`src/nbc_pkg.sv`:
```
// Shared types, round constants and round functions of the NOEKEON cipher.
package nbc_pkg;

  // Number of cipher rounds.
  localparam int ROUND_COUNT = 16;

  // Round constants, one more than the round count for the closing step.
  localparam logic [7:0] RC_TABLE [ROUND_COUNT+1] = '{
    8'h80, 8'h1B, 8'h36, 8'h6C, 8'hD8, 8'hAB, 8'h4D, 8'h9A,
    8'h2F, 8'h5E, 8'hBC, 8'h63, 8'hC6, 8'h97, 8'h35, 8'h6A, 8'hD4
  };

  // Cipher state as four 32-bit words, word 0 in the top bits.
  typedef logic [0:3][31:0] blk_t;

  // Control tag that travels with every beat through the round cells.
  typedef struct packed {
    logic mode;     // 1 decrypt, 0 encrypt
    logic key_tok;  // beat derives the working key instead of carrying data
    logic bypass;   // key beat in direct mode: pass the key through unchanged
  } tag_t;

  // Configuration register indexes.
  typedef enum logic [1:0] {
    REG_KEY_HIGH     = 2'd0,
    REG_KEY_LOW      = 2'd1,
    REG_KEY_LENGTH   = 2'd2,
    REG_KEY_INDIRECT = 2'd3
  } reg_idx_e;

  function automatic logic [31:0] rotl(logic [31:0] v, int n);
    return (v << n) | (v >> (32 - n));
  endfunction

  // Linear mixing step with key addition.
  function automatic blk_t theta(blk_t k, blk_t a_in);
    blk_t        a;
    logic [31:0] t;
    a = a_in;
    t = a[0] ^ a[2];
    t = t ^ rotl(t, 24) ^ rotl(t, 8);
    a[1] = a[1] ^ t;
    a[3] = a[3] ^ t;
    a[0] = a[0] ^ k[0];
    a[1] = a[1] ^ k[1];
    a[2] = a[2] ^ k[2];
    a[3] = a[3] ^ k[3];
    t = a[1] ^ a[3];
    t = t ^ rotl(t, 24) ^ rotl(t, 8);
    a[0] = a[0] ^ t;
    a[2] = a[2] ^ t;
    return a;
  endfunction

  // Nonlinear step.
  function automatic blk_t gamma_step(blk_t a_in);
    blk_t        a;
    logic [31:0] t;
    a = a_in;
    a[1] = a[1] ^ ~(a[3] | a[2]);
    a[0] = a[0] ^ (a[2] & a[1]);
    t    = a[3];
    a[3] = a[0];
    a[0] = t;
    a[2] = a[2] ^ a[0] ^ a[1] ^ a[3];
    a[1] = a[1] ^ ~(a[3] | a[2]);
    a[0] = a[0] ^ (a[2] & a[1]);
    return a;
  endfunction

  // One full round with constants before and after the mixing step.
  function automatic blk_t one_round(blk_t k, blk_t a_in, logic [31:0] c1, logic [31:0] c2);
    blk_t a;
    a = a_in;
    a[0] = a[0] ^ c1;
    a = theta(k, a);
    a[0] = a[0] ^ c2;
    a[1] = rotl(a[1], 1);
    a[2] = rotl(a[2], 5);
    a[3] = rotl(a[3], 2);
    a = gamma_step(a);
    a[1] = rotl(a[1], 31);
    a[2] = rotl(a[2], 27);
    a[3] = rotl(a[3], 30);
    return a;
  endfunction

endpackage

```
`src/nbc_round_cell.sv`:
```
// One round cell: computes one cipher round on the beat from its upstream neighbor.
module nbc_round_cell (
  input  logic               clk_i,
  input  logic               rst_ni,
  input  logic               up_valid_i,
  input  nbc_pkg::tag_t      up_tag_i,
  input  nbc_pkg::blk_t      up_data_i,
  output logic               up_ready_o,
  output logic               dn_valid_o,
  output nbc_pkg::tag_t      dn_tag_o,
  output nbc_pkg::blk_t      dn_data_o,
  input  logic               dn_ready_i,
  input  nbc_pkg::blk_t      enc_key_i,
  input  nbc_pkg::blk_t      dec_key_i,
  input  logic [7:0]         rc_enc_i,
  input  logic [7:0]         rc_dec_i
);

  logic          valid_q, valid_d;
  nbc_pkg::tag_t tag_q;
  nbc_pkg::blk_t data_q, data_d;
  nbc_pkg::blk_t rnd_key;
  logic [31:0]   c1, c2;
  logic          load;

  // The cell takes a beat when it is empty or its own beat moves on.
  assign up_ready_o = ~valid_q | dn_ready_i;
  assign load       = up_valid_i & up_ready_o;

  // Key derivation runs under the all-zero key; data picks the key by direction.
  always_comb begin
    if (up_tag_i.key_tok) begin
      rnd_key = '0;
    end else if (up_tag_i.mode) begin
      rnd_key = dec_key_i;
    end else begin
      rnd_key = enc_key_i;
    end
    c1 = up_tag_i.mode ? 32'd0 : {24'd0, rc_enc_i};
    c2 = up_tag_i.mode ? {24'd0, rc_dec_i} : 32'd0;
    if (up_tag_i.bypass) begin
      data_d = up_data_i;
    end else begin
      data_d = nbc_pkg::one_round(rnd_key, up_data_i, c1, c2);
    end
  end

  // Occupancy of the cell.
  always_comb begin
    if (load) begin
      valid_d = 1'b1;
    end else if (dn_ready_i) begin
      valid_d = 1'b0;
    end else begin
      valid_d = valid_q;
    end
  end

  always_ff @(posedge clk_i or negedge rst_ni) begin
    if (!rst_ni) begin
      valid_q <= 1'b0;
      tag_q   <= '0;
    end else begin
      valid_q <= valid_d;
      if (load) begin
        tag_q <= up_tag_i;
      end
    end
  end

  // Round state needs no reset.
  always_ff @(posedge clk_i) begin
    if (load) begin
      data_q <= data_d;
    end
  end

  assign dn_valid_o = valid_q;
  assign dn_tag_o   = tag_q;
  assign dn_data_o  = data_q;

endmodule

```
`config.mk`:
```
export PLATFORM = sky130hd
export DESIGN_NAME = nbc_round_cell
export DESIGN_NICKNAME = d
export VERILOG_FILES = /design/src/nbc_pkg.sv /design/src/nbc_round_cell.sv
export SDC_FILE = /design/constraint.sdc
export NUM_CORES = 1
export LEC_CHECK = 0
export BUFFER_PORTS_ARGS = -buffer_cell sky130_fd_sc_hd__buf_2
export CORE_AREA = 2 2 212 214
export DETAILED_ROUTE_END_ITERATION = 16
export DIE_AREA = 0 0 214 216
export GPL_TIMING_DRIVEN = 0
export PLACE_DENSITY_LB_ADDON = 0.05
export SLEW_MARGIN = 10
export SYNTH_ARGS = -nofsm -noshare
export SYNTH_HDL_FRONTEND = slang
export SYNTH_SLANG_ARGS = --single-unit
```
`constraint.sdc`:
```
create_clock -name clk_i -period 8.5 [get_ports clk_i]
set_input_delay 0.85 -clock clk_i [delete_from_list [all_inputs] [get_ports clk_i]]
set_output_delay 0.85 -clock clk_i [all_outputs]
set_load 0.005 [all_outputs]
```
Yosys cells after proc, flatten, opt, wreduce, memory -nomap -nowiden
Cells that the tools add are included.
{ "op_classes": {"muxes": 7, "n_bitwise": 42, "reduce_logical": 1} }
{ "ops": {"columns": ["operator", "count"], "rows": [
  ["32-bit bitwise XOR", 21],
  ["128-bit two-way mux", 3],
  ["32-bit bitwise AND", 2],
  ["32-bit inverter", 2],
  ["32-bit by 24-bit OR with 32-bit output", 2],
  ["32-bit OR", 2],
  ["32-bit by 8-bit OR with 32-bit output", 2],
  ["32-bit by 8-bit bitwise XOR with 32-bit output", 2],
  ["32-bit by 1-bit OR with 32-bit output", 1],
  ["32-bit by 2-bit OR with 32-bit output", 1],
  ["32-bit by 27-bit OR with 32-bit output", 1],
  ["32-bit by 30-bit OR with 32-bit output", 1],
  ["32-bit by 31-bit OR with 32-bit output", 1],
  ["32-bit by 5-bit OR with 32-bit output", 1],
  ["8-bit two-way mux", 2],
  ["1-bit two-way mux", 2],
  ["2-bit nonzero test", 1],
  ["1-bit bitwise AND", 1],
  ["1-bit inverter", 1],
  ["1-bit OR", 1]
]} }
{ "word_totals": {"regBits": 132, "in_bits": 407, "output_inout_bits": 133} }

Logic depth before layout (Yosys ltp)
Gate-level depths: netlist of run 1.
{ "depth": {"depth_word": 26, "mapped_depth": 19} }

Least setup slack after synthesis of run 1
No wires, ideal clock.
{ "synth_path": {"path_kind": "input port to flip-flop", "from": "in up_tag_i[2] (netlist bit)", "to": "reg data_q, in the netlist dn_data_o[113], data pin", "setup_ps": 180, "t_arrival_ps": 4242, "required_ps": 8320, "setup_slack_ps": 4078, "path_stages": 16, "path_buffers": 4, "path_cell_list": "buf_6 buf_12 buf_6 buf_2 nor2b_1 xnor2_1 xnor3_1 xor2_1 xnor2_1 ha_1 xnor2_1 xnor2_1 nand2_1 xnor2_2 mux4_2 o311ai_1"} }
{ "synth_rtl": {"columns": ["element", "line", "text"], "rows": [
  ["from (decl)", "nbc_round_cell.sv:6", "input nbc_pkg::tag_t up_tag_i,"],
  ["to (signal assigned)", "nbc_round_cell.sv:74", "data_q <= data_d;"],
  ["to (decl)", "nbc_round_cell.sv:21", "nbc_pkg::blk_t data_q, data_d;"]
]} }

==> results of run 1 <==
layout make-up:
| cell class | instances | area [um^2] | area share [%] |
|---|---|---|---|
| Multi-Input combinational cell | 1435 | 12300 | 58.7 |
| Sequential cell | 132 | 3940 | 18.9 |
| Buffer | 62 | 393 | 1.88 |
| Clock buffer | 18 | 429 | 2.06 |
| Inverter | 56 | 215 | 1.03 |
| Clock inverter | 14 | 178 | 0.851 |
| Tap cell | 592 | 741 | 3.55 |
| Antenna cell | 1 | 2.50 | 0.0120 |
| Timing Repair Buffer | 537 | 2710 | 13.0 |
worst max-delay path, delay by kind of cell:
| family | cells | cell delay [ns] |
|---|---|---|
| xor+xnor | 5 | 1.49 |
| simple gates | 2 | 0.19 |
| buf+inv | 7 | 2.61 |
| compound gates | 1 | 0.44 |
| fa+ha+maj | 1 | 0.34 |
placed cells by master, fill, tap and decap left out, types with 42 or more instances in the layout:
master,synthesis,routed
a21oi_1,42,42
buf_2,14,550
edfxtp_1,128,128
inv_1,55,54
mux2i_1,129,129
nand2_1,152,152
nor2_1,158,158
o21ai_0,95,95
xnor2_1,383,383
xnor2_2,47,47
xnor3_1,69,69
xor2_1,103,103
power by group:
part | switching, W | internal [W]
Combinational | 0.00353 | 0.00292
Sequential | 0.0000793 | 0.00113
Clock | 0.000361 | 0.000463
state kept, by name (all words and copies together), names as in the netlist:
register	flops
dn_data_o	128
dn_valid_o	1
dn_tag_o	3
worst paths after layout:
path,start,end,slack [ns],cells after the start
min in group clk_i,dn_tag_o[0],dn_tag_o[0],0.49,2
worst max register to register,dn_valid_o,dn_data_o[15],6.52,4
worst min-delay path,rst_ni,dn_tag_o[1],0.14,1
max in group asynchronous,rst_ni,dn_tag_o[0],8.24,1
worst min register to register,dn_tag_o[0],dn_tag_o[0],0.49,2
worst max-delay path,up_tag_i[1],dn_data_o[127],2.77,16
through the flow:
| step | cell area, um^2 | hold slack, ns | util [%] | power [W] |
|---|---|---|---|---|
| 2_1_floorplan | 16800 | 0.473 | - | 0.00588 |
| 3_3_place_gp | 20200 | 0.468 | 46.1 | 0.00750 |
| 3_5_place_dp | 20300 | 0.479 | 46.2 | 0.00755 |
| 4_1_cts | 20900 | 0.111 | 47.6 | 0.00842 |
| 5_1_grt | 20900 | 0.131 | 47.6 | 0.00899 |
| 6_report | 20900 | 0.142 | 47.6 | 0.00849 |
layer usage:
layer	share of wire, %	routed length (um)	vias up
met1	42	34700	7410
met5	0.055	46	-
li1	-	-	6867
met4	4.1	3420	8
met2	47	38600	790
met3	7.5	6210	128
kinds of logic after synthesis:
| kind of cell | after synthesis | synth area share (%) |
|---|---|---|
| simple gates | 414 | 10.7 |
| fa+ha+maj | 32 | 2.38 |
| mux | 142 | 8.62 |
| compound gates | 214 | 7.58 |
| buf+inv | 118 | 3.56 |
| xor+xnor | 633 | 43.6 |
| flops | 132 | 23.5 |
==> flow_metrics.env, run 1 <==
export IMPL_outcome="completed"
export IMPL_ys_top_cells_by_area="edfxtp_1, xnor2_1, xnor3_1, mux2i_1, xor2_1"
export IMPL_slowest_stage="buf_2"
export IMPL_synth_cells=1685
export IMPL_die_area_um2=46200
export IMPL_finalHoldViolations=0
export IMPL_die_y_um=216
export IMPL_use_met2_pct=58.0
export IMPL_synth_area_per_cell_um2=9.97
export IMPL_worst_setup_path_type="in2reg"
export IMPL_drt_iter0_drc=1328
export IMPL_slew_headroom_pct=8.84
export IMPL_setup_violations=0
export IMPL_timing_final_crit_period_ns=5.73
export IMPL_yosysTopAreaCellShare_pct=22.9
export IMPL_cpPeakStageDelay_ns=0.52
export IMPL_syn_nets=2124
export IMPL_end_kind="flip-flop"
export IMPL_synth_common_cells="xnor2_1, nor2_1, nand2_1, mux2i_1, edfxtp_1"
export IMPL_grt_max_degree=69
export IMPL_groute_usage_overall_pct=35.5
export IMPL_tightest_slew_ns=1.37
export IMPL_cts_buffers=17
export IMPL_cts_resized=0
export IMPL_core_area_um2=43800
export IMPL_place_ws_ns=2.40
export IMPL_final_cell_count_no_fill=2847
export IMPL_via_count=15203
export IMPL_synth_cell_types=61
export IMPL_synth_seq_area_share_pct=23.5
export IMPL_path_common_cell="buf_2"
export IMPL_cts_buffer_depth=2
export IMPL_fin_worst_skew_ns=0.00810
export IMPL_clkLatencyLatePin_ns=0.50
export IMPL_syn_cell_area_um2=16800
export IMPL_synth_largest_area_cell="edfxtp_1"
export IMPL_postRouteAntennaNets=0
export IMPL_gr_usage_met3_pct=6.17
export IMPL_clkTransAtPathRegs_ns=0.07
export IMPL_worstSetupStartpointType="input port"
export IMPL_grt_use_met1_pct=46.2
export IMPL_drt_pre_antenna_iters=6
export IMPL_p_leak_nw=9.57
export IMPL_fillers=4323
export IMPL_synthFlopType="edfxtp_1"
export IMPL_htree_levels=4
export IMPL_die_x_um=214
export IMPL_hpwl_mm=66.0
export IMPL_ctsHoldBuffers=0
export IMPL_final_max_slew_violation_count=0
export IMPL_async_flop_share_pct=3.03
export IMPL_antenna_found_initial=10
export IMPL_rsz0062_at_grt="no"
export IMPL_drive_gt1_share_pct=30.5
export IMPL_required_ns=8.74
export IMPL_max_freq_ghz=0.174
export IMPL_period_share_pct=67.5
export IMPL_grt_first_pass_wirelength_mm=112
export IMPL_cts_tree="built"
export IMPL_nets=2680
export IMPL_ctsRootBufferMaster="clkbuf_16"
export IMPL_layout_setup_ws_ns=2.77
export IMPL_avgRoutedWirePerCell_um=29.1
export IMPL_gr_total_overflow=0
export IMPL_fin_setup_tns_ns=0
export IMPL_routed_wirelength_mm=83.0
export IMPL_drc=0
export IMPL_grt_busiest_layer="met2"
export IMPL_arrival_ns=5.97
export IMPL_rows=77
export IMPL_grt_pass1_vias=15027
export IMPL_io_buffer_count=536
export IMPL_ir_worst_vdd_uv=162
export IMPL_cts_sink_count=132
export IMPL_vias_per_cell=5.34
export IMPL_p_per_area_nw_per_um2=407
export IMPL_cp_max_fo=10
export IMPL_start_util_pct=38.3
export IMPL_cts_setup_buffers=0
export IMPL_synth_most_common_cell="xnor2_1"
export IMPL_crit_chain="buf_2, buf_2, buf_2, buf_2, buf_2, buf_2, nor2_1, xnor2_1, xnor3_1, xnor3_1, inv_1, ha_1, xnor3_1, xnor2_1, nor4_1, a211oi_1"
export IMPL_synth_seq_cells=132
export IMPL_syn2layout_area_growth_pct=24.2
export IMPL_gp_congestion=0.988
export IMPL_ioPinCount=540
export IMPL_ys_warn_count=0
export IMPL_maxCapViolCount=0
export IMPL_synth_edf_count=128
export IMPL_hold_class="in2async"
export IMPL_placed_cells=2814
No activity file was read; power rests on OpenSTA's default activity.
==> run 2, diff against run 1 <==
clock period = 5.4 ns   (was 8.5 ns; I/O delays follow)
==> run 2 against run 1 <==
Against the previous run: die area unchanged; via count up 0.27%; core utilization about the same; register-to-register slack worse by 3.1 ns; sequential cell count unchanged; critical path depth unchanged; sequential power up 57%; the run now ends with negative setup slack left; non-clock buffer count up 1; largest cell class unchanged; clock-buffer cell count unchanged; clock power up 57%.
==> flow_metrics.env, run 2 (same netlist as run 1, synthesis figures left out) <==
export IMPL_outcome="finished, violations left"
export IMPL_violations="negative setup slack"
export IMPL_hpwl_mm=66.0
export IMPL_grt_first_pass_wirelength_mm=112
export IMPL_ctsHoldBuffers=1
export IMPL_postRouteAntennaNets=0
export IMPL_use_met2_pct=58.0
export IMPL_hold_class="in2reg"
export IMPL_core_area_um2=43800
export IMPL_grt_busiest_layer="met2"
export IMPL_ir_worst_vdd_uv=258
export IMPL_drc=0
export IMPL_layout_setup_ws_ns=-0.0383
export IMPL_end_kind="flip-flop"
export IMPL_setup_violations=1
export IMPL_clkLatencyLatePin_ns=0.50
export IMPL_grt_pass1_vias=15033
export IMPL_worstHoldStart="up_valid_i"
export IMPL_clkTransAtPathRegs_ns=0.07
export IMPL_gr_total_overflow=0
export IMPL_cts_setup_buffers=0
export IMPL_fin_setup_tns_ns=-0.0383
export IMPL_rsz0062_at_grt="no"
export IMPL_start_util_pct=38.3
export IMPL_grt_max_degree=69
export IMPL_cts_buffers=17
export IMPL_gr_usage_met3_pct=6.17
export IMPL_cts_buffer_depth=2
export IMPL_hold_path_cell_count=2
export IMPL_tightest_slew_ns=1.32
export IMPL_arrival_ns=5.68
export IMPL_p_per_area_nw_per_um2=640
export IMPL_worstSetupStartpointType="input port"
export IMPL_ctsRootBufferMaster="clkbuf_16"
export IMPL_maxCapViolCount=0
export IMPL_largest_reg_flops=128
export IMPL_cts_resized=0
export IMPL_nets=2681
export IMPL_cp_max_fo=10
export IMPL_cts_sink_count=132
export IMPL_worstRegToRegCells=4
export IMPL_grt_use_met1_pct=46.2
export IMPL_place_ws_ns=-0.388
export IMPL_layout_commonest_cell="buf_2"
export IMPL_period_share_pct=101
export IMPL_max_freq_ghz=0.184
export IMPL_path_common_cell="buf_2"
export IMPL_drive_gt1_share_pct=30.5
export IMPL_p_leak_nw=9.57
export IMPL_die_area_um2=46200
export IMPL_via_count=15244
export IMPL_final_max_slew_violation_count=0
export IMPL_timing_final_crit_period_ns=5.44
export IMPL_avgRoutedWirePerCell_um=29.1
export IMPL_rows=77
export IMPL_startpoint="up_tag_i[1]"
export IMPL_finalHoldViolations=0
export IMPL_slew_headroom_pct=11.7
export IMPL_mostFrequentLayoutCells="buf_2, xnor2_1, nor2_1"
export IMPL_vias_per_cell=5.35
export IMPL_htree_levels=4
export IMPL_r2r_start="dn_valid_o"
export IMPL_syn2layout_area_growth_pct=24.3
export IMPL_io_buffer_count=536
export IMPL_drt_iter0_drc=1332
export IMPL_cts_tree="built"
export IMPL_ioPinCount=540
export IMPL_worst_setup_path_type="in2reg"
export IMPL_routed_wirelength_mm=83.0
export IMPL_die_x_um=214
export IMPL_crit_chain="buf_2, buf_2, buf_2, buf_2, buf_2, buf_2, nor2_1, xnor2_1, xnor3_1, xnor3_1, inv_1, ha_1, xnor3_1, xnor2_1, nor4_1, a211oi_1"
export IMPL_groute_usage_overall_pct=35.5
export IMPL_gp_congestion=0.988
export IMPL_fin_worst_skew_ns=0.00678
export IMPL_antenna_found_initial=10
export IMPL_cpPeakStageDelay_ns=0.53
export IMPL_drt_pre_antenna_iters=5
export IMPL_slowest_stage="buf_2"
export IMPL_required_ns=5.64
export IMPL_die_y_um=216
[run 2: changes by cell type in the layout (fill, tap and decap cells not counted), sizes merged]
cell / change
dlygate4sd3: +1
[run 2: power breakdown]
| part | internal, W | total [W] | switching (W) |
|---|---|---|---|
| sequential | 0.00178 | 0.00190 | 0.000123 |
| clock | 0.000729 | 0.00129 | 0.000563 |
| combinational | 0.00460 | 0.0102 | 0.00557 |
| total | 0.00710 | 0.0134 | 0.00625 |
[run 2: worst paths after layout]
path	endpoint	slack (ns)
hold / removal	dn_valid_o	0.24
min in group asynchronous	dn_valid_o	0.39
setup reg to reg	dn_data_o[116]	3.42
setup / recovery	dn_data_o[127]	-0.04
max in group asynchronous	dn_tag_o[0]	4.88
hold reg to reg	dn_tag_o[0]	0.49
[run 2: worst max-delay path: cells and delay by family]
family,cells,cell delay (ns)
buf+inv,7,2.63
xor+xnor,5,1.48
fa+ha+maj,1,0.35
simple gates,2,0.19
compound gates,1,0.45
[run 2: cell type report]
type | instances | area, um^2
antenna | 1 | 2.50
buffer | 62 | 393
clock buffer | 18 | 429
clock inverter | 14 | 178
fill | 4323 | 23000
inverter | 56 | 215
multi-input combinational | 1435 | 12300
sequential | 132 | 3940
tap | 592 | 741
timing repair buffer | 538 | 2720
[run 2: stage by stage]
step / cells / util [%] / instance area, um^2 / hold WS, ns / power [W]
floorplan: 1685 / - / 16800 / 0.244 / 0.00925
global placement: 2813 / 46.1 / 20200 / 0.346 / 0.0118
detailed placement: 2814 / 46.2 / 20300 / 0.351 / 0.0119
CTS: 2847 / 47.6 / 20900 / 0.210 / 0.0133
global route: 2847 / 47.6 / 20900 / 0.229 / 0.0141
finish: 2848 / 47.6 / 20900 / 0.238 / 0.0134
[run 2: layer usage]
layer | part of all wire, % | vias to the layer above
met1 | 42 | 7474
met2 | 46 | 757
met4 | 4.2 | 8
li1 | - | 6874
met3 | 7.2 | 131
met5 | 0.055 | -
